===== config.mk =====
export PLATFORM = sky130hd
export DESIGN_NAME = gf2m_inverse_euclid_core
export DESIGN_NICKNAME = d
export VERILOG_FILES = /design/src/sv/gf2mi_pkg.sv /design/src/sv/gf2m_inverse_euclid_core.sv /design/src/sv/gf2mi_datapath.sv
export SDC_FILE = /design/constraint.sdc
export NUM_CORES = 1
export LEC_CHECK = 0
export BUFFER_PORTS_ARGS = -buffer_cell sky130_fd_sc_hd__buf_4
export CAP_MARGIN = 40
export CORE_AREA = 2 2 162 101
export CTS_CLUSTER_DIAMETER = 30
export DETAILED_ROUTE_END_ITERATION = 7
export DIE_AREA = 0 0 164 103
export PLACE_DENSITY = 0.72
export SLEW_MARGIN = 40
export SYNTH_ARGS = -nofsm -noshare
export SYNTH_HDL_FRONTEND = slang
export SYNTH_SLANG_ARGS = --single-unit

===== constraint.sdc =====
create_clock -name i_clk -period 2.6 [get_ports i_clk]
set_clock_uncertainty 0.1 [all_clocks]
set_input_delay 0.65 -clock i_clk [delete_from_list [all_inputs] [get_ports i_clk]]
set_output_delay 0.65 -clock i_clk [all_outputs]
set_load 0.02 [all_outputs]

===== src/sv/gf2mi_pkg.sv =====
// Shared sizes, result codes, FSM state type and control structs for the
// GF(2^m) extended-Euclid inverter. No dependencies.
`timescale 1ns / 1ps
`default_nettype none

package gf2mi_pkg;

    // Field element width and bound on division rounds
    localparam int FIELD_BITS = 10;
    localparam int MAX_STEPS  = 20;

    // Remainder width (modulus has one more bit than an element)
    localparam int RW = FIELD_BITS + 1;
    // Coefficient width, with headroom for the left-aligned copy
    localparam int TW = 2 * RW;
    // Bit position / shift count width
    localparam int PW = $clog2(RW);
    // Division round counter width
    localparam int SW = $clog2(MAX_STEPS + 1);

    // Modulus after reset: x^10 + x^3 + 1
    localparam logic [RW-1:0] MOD_RESET = RW'(1033);

    // Result status codes
    localparam logic [1:0] ST_OK    = 2'd0;
    localparam logic [1:0] ST_ZERO  = 2'd1;
    localparam logic [1:0] ST_NOINV = 2'd2;

    typedef enum logic [2:0] {
        S_IDLE,
        S_NORM,
        S_DIV,
        S_NEXT,
        S_FINISH
    } t_state;

    // Sequencer to datapath
    typedef struct packed {
        logic load;
        logic norm;
        logic div;
        logic advance;
    } t_dp_ctrl;

    // Datapath to sequencer
    typedef struct packed {
        logic                  den_top;
        logic                  k_zero;
        logic                  rem_zero;
        logic                  rcur_one;
        logic [FIELD_BITS-1:0] inv;
    } t_dp_stat;

endpackage

`default_nettype wire


===== src/sv/gf2m_inverse_euclid_core.sv =====
// Top level: APB modulus register, sequencer and output word register of the
// GF(2^m) inverter. Depends on gf2mi_pkg and gf2mi_datapath.
//
//   channel   direction  handshake                  payload
//   input     in         i_in_valid / o_in_stall    i_operand
//   output    out        o_out_valid / i_out_stall  o_inverse, o_status
//   config    in         psel/penable/pwrite/pready paddr, pwdata, prdata
//
// One word at a time. Each division round runs in the shared shift-xor unit (align,
// one quotient bit per cycle, update); a word takes as many rounds as its
// remainder sequence needs, at most MAX_STEPS. A zero operand or a modulus below
// two skips the division rounds.
// Reset (synchronous, active low) restores modulus 1033 and empties the output.
// A stalled output holds its word; the next word is taken once the previous
// result has moved into the output register.
`timescale 1ns / 1ps
`default_nettype none

module gf2m_inverse_euclid_core (
    input  wire                             i_clk,
    input  wire                             i_rst_n,
    // input words
    input  wire                             i_in_valid,
    output logic                            o_in_stall,
    input  wire [gf2mi_pkg::FIELD_BITS-1:0] i_operand,
    // result words
    output logic                            o_out_valid,
    input  wire                             i_out_stall,
    output logic [gf2mi_pkg::FIELD_BITS-1:0] o_inverse,
    output logic [1:0]                      o_status,
    // configuration
    input  wire                             psel,
    input  wire                             penable,
    input  wire                             pwrite,
    input  wire [2:0]                       paddr,
    input  wire [31:0]                      pwdata,
    output logic [31:0]                     prdata,
    output logic                            pready
);
    import gf2mi_pkg::*;

    t_state                r_state, n_state;
    logic [RW-1:0]         r_modulus;
    logic [SW-1:0]         r_steps, n_steps;
    logic [FIELD_BITS-1:0] r_res_inv, n_res_inv;
    logic [1:0]            r_res_st,  n_res_st;
    logic                  r_out_valid, n_out_valid;
    logic [FIELD_BITS-1:0] r_out_inv,   n_out_inv;
    logic [1:0]            r_out_st,    n_out_st;

    t_dp_ctrl dp_ctrl;
    t_dp_stat dp_stat;
    logic     in_acc;
    logic     out_free;

    gf2mi_datapath u_dp (
        .i_clk     (i_clk),
        .i_ctrl    (dp_ctrl),
        .i_modulus (r_modulus),
        .i_operand (i_operand),
        .o_stat    (dp_stat)
    );

    // Configuration register
    assign pready = 1'b1;
    assign prdata = 32'(r_modulus);

    always_ff @(posedge i_clk) begin
        if (!i_rst_n) begin
            r_modulus <= MOD_RESET;
        end else if (psel && penable && pwrite && pready && !paddr[2]) begin
            r_modulus <= pwdata[RW-1:0];
        end
    end

    assign in_acc   = i_in_valid && !o_in_stall;
    assign out_free = !r_out_valid || !i_out_stall;

    // Next state and result bookkeeping
    always_comb begin
        n_state   = r_state;
        n_steps   = r_steps;
        n_res_inv = r_res_inv;
        n_res_st  = r_res_st;
        unique case (r_state)
            S_IDLE: begin
                if (i_in_valid) begin
                    n_steps   = '0;
                    n_res_inv = '0;
                    if (i_operand == '0) begin
                        n_res_st = ST_ZERO;
                        n_state  = S_FINISH;
                    end else if (r_modulus < RW'(2)) begin
                        n_res_st = ST_NOINV;
                        n_state  = S_FINISH;
                    end else begin
                        n_state = S_NORM;
                    end
                end
            end
            S_NORM: begin
                if (dp_stat.den_top) n_state = S_DIV;
            end
            S_DIV: begin
                if (dp_stat.k_zero) n_state = S_NEXT;
            end
            S_NEXT: begin
                if (dp_stat.rem_zero) begin
                    n_res_st  = dp_stat.rcur_one ? ST_OK : ST_NOINV;
                    n_res_inv = dp_stat.rcur_one ? dp_stat.inv : '0;
                    n_state   = S_FINISH;
                end else if (r_steps == SW'(MAX_STEPS - 1)) begin
                    n_res_st  = ST_NOINV;
                    n_res_inv = '0;
                    n_state   = S_FINISH;
                end else begin
                    n_steps = r_steps + SW'(1);
                    n_state = S_NORM;
                end
            end
            S_FINISH: begin
                if (out_free) n_state = S_IDLE;
            end
            default: n_state = S_IDLE;
        endcase
    end

    // Sequencer outputs
    always_comb begin
        o_in_stall      = 1'b1;
        dp_ctrl.load    = 1'b0;
        dp_ctrl.norm    = 1'b0;
        dp_ctrl.div     = 1'b0;
        dp_ctrl.advance = 1'b0;
        unique case (r_state)
            S_IDLE: begin
                o_in_stall   = 1'b0;
                dp_ctrl.load = in_acc;
            end
            S_NORM:   dp_ctrl.norm    = 1'b1;
            S_DIV:    dp_ctrl.div     = 1'b1;
            S_NEXT:   dp_ctrl.advance = !dp_stat.rem_zero;
            S_FINISH: ;
            default: ;
        endcase
    end

    // Output word register: load from a finished word, drop when taken
    always_comb begin
        n_out_valid = r_out_valid;
        n_out_inv   = r_out_inv;
        n_out_st    = r_out_st;
        if (r_out_valid && !i_out_stall) n_out_valid = 1'b0;
        if (r_state == S_FINISH && out_free) begin
            n_out_valid = 1'b1;
            n_out_inv   = r_res_inv;
            n_out_st    = r_res_st;
        end
    end

    always_ff @(posedge i_clk) begin
        if (!i_rst_n) begin
            r_state     <= S_IDLE;
            r_steps     <= '0;
            r_out_valid <= 1'b0;
        end else begin
            r_state     <= n_state;
            r_steps     <= n_steps;
            r_out_valid <= n_out_valid;
        end
    end

    always_ff @(posedge i_clk) begin
        r_res_inv <= n_res_inv;
        r_res_st  <= n_res_st;
        r_out_inv <= n_out_inv;
        r_out_st  <= n_out_st;
    end

    assign o_out_valid = r_out_valid;
    assign o_inverse   = r_out_inv;
    assign o_status    = r_out_st;

endmodule

`default_nettype wire


===== src/sv/gf2mi_datapath.sv =====
// Bit-serial carry-less division and Bezout coefficient update.
// Depends on gf2mi_pkg; steered by the sequencer in the top level.
`timescale 1ns / 1ps
`default_nettype none

module gf2mi_datapath (
    input  wire                             i_clk,
    input  gf2mi_pkg::t_dp_ctrl             i_ctrl,
    input  wire [gf2mi_pkg::RW-1:0]         i_modulus,
    input  wire [gf2mi_pkg::FIELD_BITS-1:0] i_operand,
    output gf2mi_pkg::t_dp_stat             o_stat
);
    import gf2mi_pkg::*;

    logic [RW-1:0] r_num,   n_num;    // r_prev, becomes the remainder
    logic [RW-1:0] r_rcur,  n_rcur;   // divisor r_cur
    logic [RW-1:0] r_den,   n_den;    // divisor aligned to the tested bit
    logic [TW-1:0] r_tprev, n_tprev;
    logic [TW-1:0] r_tcur,  n_tcur;
    logic [TW-1:0] r_acc,   n_acc;    // t_prev xor q*t_cur, built up bitwise
    logic [TW-1:0] r_tsh,   n_tsh;    // t_cur aligned like r_den
    logic [PW-1:0] r_k,     n_k;      // alignment shift left to undo
    logic [PW-1:0] r_pos,   n_pos;    // bit of the remainder under test

    // Next values of the datapath registers
    always_comb begin
        n_num   = r_num;
        n_rcur  = r_rcur;
        n_den   = r_den;
        n_tprev = r_tprev;
        n_tcur  = r_tcur;
        n_acc   = r_acc;
        n_tsh   = r_tsh;
        n_k     = r_k;
        n_pos   = r_pos;
        if (i_ctrl.load) begin
            n_num   = i_modulus;
            n_rcur  = RW'(i_operand);
            n_den   = RW'(i_operand);
            n_tprev = '0;
            n_tcur  = TW'(1);
            n_acc   = '0;
            n_tsh   = TW'(1);
            n_k     = '0;
            n_pos   = PW'(RW - 1);
        end else if (i_ctrl.norm) begin
            // shift divisor up until its leading one sits in the top bit
            if (!r_den[RW-1]) begin
                n_den = {r_den[RW-2:0], 1'b0};
                n_tsh = {r_tsh[TW-2:0], 1'b0};
                n_k   = r_k + PW'(1);
            end
        end else if (i_ctrl.div) begin
            // one quotient bit: cancel the tested bit, then step down
            if (r_num[r_pos]) begin
                n_num = r_num ^ r_den;
                n_acc = r_acc ^ r_tsh;
            end
            if (r_k != '0) begin
                n_den = {1'b0, r_den[RW-1:1]};
                n_tsh = {1'b0, r_tsh[TW-1:1]};
                n_k   = r_k - PW'(1);
                n_pos = r_pos - PW'(1);
            end
        end else if (i_ctrl.advance) begin
            // rotate: (r_prev, r_cur) <- (r_cur, rem), (t_prev, t_cur) <- (t_cur, t_next)
            n_num   = r_rcur;
            n_rcur  = r_num;
            n_den   = r_num;
            n_tprev = r_tcur;
            n_tcur  = r_acc;
            n_acc   = r_tcur;
            n_tsh   = r_acc;
            n_k     = '0;
            n_pos   = PW'(RW - 1);
        end
    end

    // Payload registers, always loaded before use
    always_ff @(posedge i_clk) begin
        r_num   <= n_num;
        r_rcur  <= n_rcur;
        r_den   <= n_den;
        r_tprev <= n_tprev;
        r_tcur  <= n_tcur;
        r_acc   <= n_acc;
        r_tsh   <= n_tsh;
        r_k     <= n_k;
        r_pos   <= n_pos;
    end

    // Status back to the sequencer
    assign o_stat.den_top  = r_den[RW-1];
    assign o_stat.k_zero   = (r_k == '0);
    assign o_stat.rem_zero = (r_num == '0);
    assign o_stat.rcur_one = (r_rcur == RW'(1));
    assign o_stat.inv      = r_tcur[FIELD_BITS-1:0];

endmodule

`default_nettype wire


==> flow_summary_export.csv <==
group,metric,value,unit
run_status,outcome,"complete, no violations",
critical_path,end_kind,"flop",
critical_path,rr_endpoint,"u_dp.r_den[10]$_SDFFE_PP0P_",
timing,period_minus_slack,2.45,ns
final_layout,final_nets,975,
grt,track_usage,0.242,
synthesis,netlist_instances,867,
timing,relSlewSlack,0.562,
grt,overflow,0,
power,p_int,0.00516,W
power,finalPower,0.00803,W
grt,grt_pass1_wl,32100,um
final_layout,layout-drive-gt1-share,0.164,
final_layout,multi_input_area,0.00355,sq mm
power,comb_power_share,0.290,
clock_tree,htreeDepth,4,
timing,worst_slew_pin_slew,0.657,ns
clock_tree,clock_path_buffers,2,
critical_path,r2r_slack,0.15,ns
die,start_util,0.482,
clock_tree,cts_root_buffer,"clkbuf_16",
synthesis,netlist_area,0.00753,sq mm
critical_path,startpoint,"u_dp.r_num[9]$_DFFE_PP_",
final_layout,diodes,0,
timing,hold_violations,0,
timing,fin_setup_tns,0,ns
timing,rsz0062_at_grt,"no",
critical_path,cp_max_fo,24,
worst_hold_path,min_path_type,"reg2reg",
critical_path,start_kind,"flop",
power,p_seq_frac,0.405,
clock_tree,hold_buffers,0,
timing,setup_viol,0,
synthesis,synth_warnings,0,
power,leakage,3.21,nW
synthesis,yosys_most_used_dff,"dfxtp_1",
clock_tree,clk_latency,0.42,ns
critical_path,endpoint,"u_dp.r_den[10]$_SDFFE_PP0P_",
routing,drt-vias-per-instance,5.82,
synthesis,synth_sequential_area_ratio,0.474,
routing,vias,6640,
clock_tree,cts_tree,"yes",
synthesis,synthDominantCellAreaShare,0.255,
grt,grt_pass1_vias,6044,
die,rows,36,
critical_path,r2r_cells,6,
die,num_io_pins,99,
routing,ant_nets,0,
power,powerDensity,915,mW/mm^2
placement,place_congestion,0.868,
power,netSwitchingPower,0.00288,W
critical_path,rr_startpoint,"u_dp.r_num[9]$_DFFE_PP_",
clock_tree,cts_made_buffers,17,
final_layout,syn2layout_area_growth,16.6,%
routing,first_pass_iters,5,
placement,io_buffer_count,53,
grt,antenna_found_initial,0,
routing,wl,19800,um
power,ir_drop,0.492,mV
final_layout,n_fill_cell,1417,
die,die_w,164,um
synthesis,ys_ff_latch,151,
power,clkPwrFrac,0.306,
timing,finalCritPeriodShare,0.942,
critical_path,crit_type,"reg2reg",
timing,fmax,408,MHz
clock_tree,cts_resized,0,
synthesis,synth_area_leaders,"dfxtp_1, edfxtp_1, nand2_1, a21oi_1, o211ai_1",
clock_tree,clock-sinks,151,
die,die_h,103,um
grt,grt_max_degree,47,
power,power.share.switching,0.358,
final_layout,regArea,0.00357,sq mm
clock_tree,path_clk_slew,0.07,ns
placement,place_hpwl,13200,um
critical_path,cp.required,2.75,ns
critical_path,worstPathArrival,2.60,ns
synthesis,yosysTopAreaCell,"dfxtp_1",
routing,wire_per_inst,17.3,um
timing,drv_slew,0,
run,maxCapViolCount,0,
die,core_area,0.0156,sq mm
clock_tree,cts_setup_buffers,0,
routing,dr.first_iter.drc_count,699,
die,dieArea,0.0169,sq mm
synthesis,synth_edf_count,55,
synthesis,ys_async_sr_fraction,0,
synthesis,syn_avg_cell_area,8.69,sq um
routing,drc,0,
synthesis,ys_types,70,
[worst max-delay path, stage by stage, from the launching register on]
cell and delay [ns]:
edfxtp_1 0.50, nor4_2 0.35, nand3_1 0.17, nand2_1 0.13, buf_4 0.33, a211oi_1 0.12
a2111oi_1 0.57
[per-stage QoR]
step / instance area [sq um] / hold slack [ns] / instances / setup WS (ns) / utilization
floorplan: 7610 / 0.300 / 887 / 0.170 / -
global placement: 8180 / 0.303 / 1109 / 0.123 / 0.523
detailed placement: 8190 / 0.307 / 1109 / 0.125 / 0.524
CTS: 8770 / 0.322 / 1141 / 0.0997 / 0.561
global route: 8780 / 0.329 / 1141 / 0.0388 / 0.562
finish: 8780 / 0.321 / 1141 / 0.151 / 0.562
[logic make-up (layout without fill, tap and decap cells)]
family | count (synthesis) | in the layout | synth area share
other cells | 2 | 22 | 0.000997
flops | 151 | 151 | 0.474
compound gates | 271 | 271 | 0.234
buf+inv | 101 | 146 | 0.0696
fa+ha+maj | 4 | 4 | 0.00664
mux | 3 | 3 | 0.00565
simple gates | 320 | 320 | 0.192
xor+xnor | 15 | 15 | 0.0174
[metal layers]
| metal | wire [um] | global-route usage | part of all wire |
|---|---|---|---|
| met3 | 2110 | 0.0503 | 0.11 |
| met2 | 7960 | 0.346 | 0.40 |
| met5 | 0 | 0 | 0 |
| met4 | 163 | 0.0553 | 0.0082 |
| met1 | 9540 | 0.372 | 0.48 |
[Yosys cell counts (11+ instances only)]
cell type,instances
a21oi_1,89
and2_1,13
buf_2,18
buf_4,24
clkbuf_1,39
dfxtp_1,96
edfxtp_1,55
inv_1,12
nand2_1,179
nand3_1,23
nor2_1,55
nor3_1,11
o211ai_1,42
o21ai_0,48
o22ai_1,11
o2bb2ai_1,22
xnor2_1,13
[registers in the layout, indices dropped and copies added (netlist names), 5 cells and up]
signal and cells:
u_dp.r_acc 22, u_dp.r_tcur 22, u_dp.r_tsh 22, r_modulus 11
u_dp.r_den 11, u_dp.r_num 11, u_dp.r_rcur 11, o_inverse 10
r_res_inv 10, r_steps 5
[worst min-delay path by stage]
| stage | startpoint | cells past startpoint | slack, ns | endpoint |
|---|---|---|---|---|
| after CTS | r_res_st[1]$_DFFE_PP_ | 0 | 0.32 | o_status[1]$_DFFE_PP_ |
| after detailed placement | r_res_st[1]$_DFFE_PP_ | 0 | 0.31 | o_status[1]$_DFFE_PP_ |
| after global placement | r_res_inv[2]$_SDFFCE_PN0P_ | 0 | 0.30 | o_inverse[2]$_DFFE_PP_ |
| final | r_res_st[1]$_DFFE_PP_ | 0 | 0.32 | o_status[1]$_DFFE_PP_ |
| after floorplan | r_res_inv[0]$_SDFFCE_PN0P_ | 0 | 0.30 | o_inverse[0]$_DFFE_PP_ |
| after global routing | r_res_inv[6]$_SDFFCE_PN0P_ | 0 | 0.33 | o_inverse[6]$_DFFE_PP_ |
[power by group through the flow]
stage / combinational, W / clock (W) / sequential [W]
final: 0.00233 / 0.00246 / 0.00325
after global placement: 0.00220 / 0 / 0.00327
after floorplan: 0.00158 / 0 / 0.00320
after CTS: 0.00227 / 0.00248 / 0.00323
after detailed placement: 0.00226 / 0 / 0.00328
after global routing: 0.00253 / 0.00259 / 0.00329
[cell usage in the layout, fill, tap and decap left out, types with 6 or more instances in the layout]
| cell | count |
|---|---|
| inv_1 | 12 |
| and2_1 | 13 |
| o2bb2ai_1 | 22 |
| conb_1 | 22 |
| o221ai_1 | 10 |
| o21ai_0 | 48 |
| nor2_1 | 55 |
| clkbuf_16 | 17 |
| nand3_1 | 23 |
| o22ai_1 | 11 |
| a22oi_1 | 8 |
| a31oi_1 | 7 |
| a21oi_1 | 88 |
| nor3_1 | 10 |
| xnor2_1 | 13 |
| nand2_1 | 179 |
| edfxtp_1 | 55 |
| or3_1 | 6 |
| buf_4 | 102 |
| dfxtp_1 | 96 |
| a21boi_0 | 9 |
| o211ai_1 | 42 |
[final cells by class]
class | count | area share
Timing Repair Buffer | 102 | 0.0872
Multi-Input combinational cell | 635 | 0.405
Sequential cell | 151 | 0.407
Tap cell | 209 | 0.0298
Inverter | 12 | 0.00513
Clock inverter | 14 | 0.0175
Clock buffer | 18 | 0.0489
(Power assumes the default switching activity.)
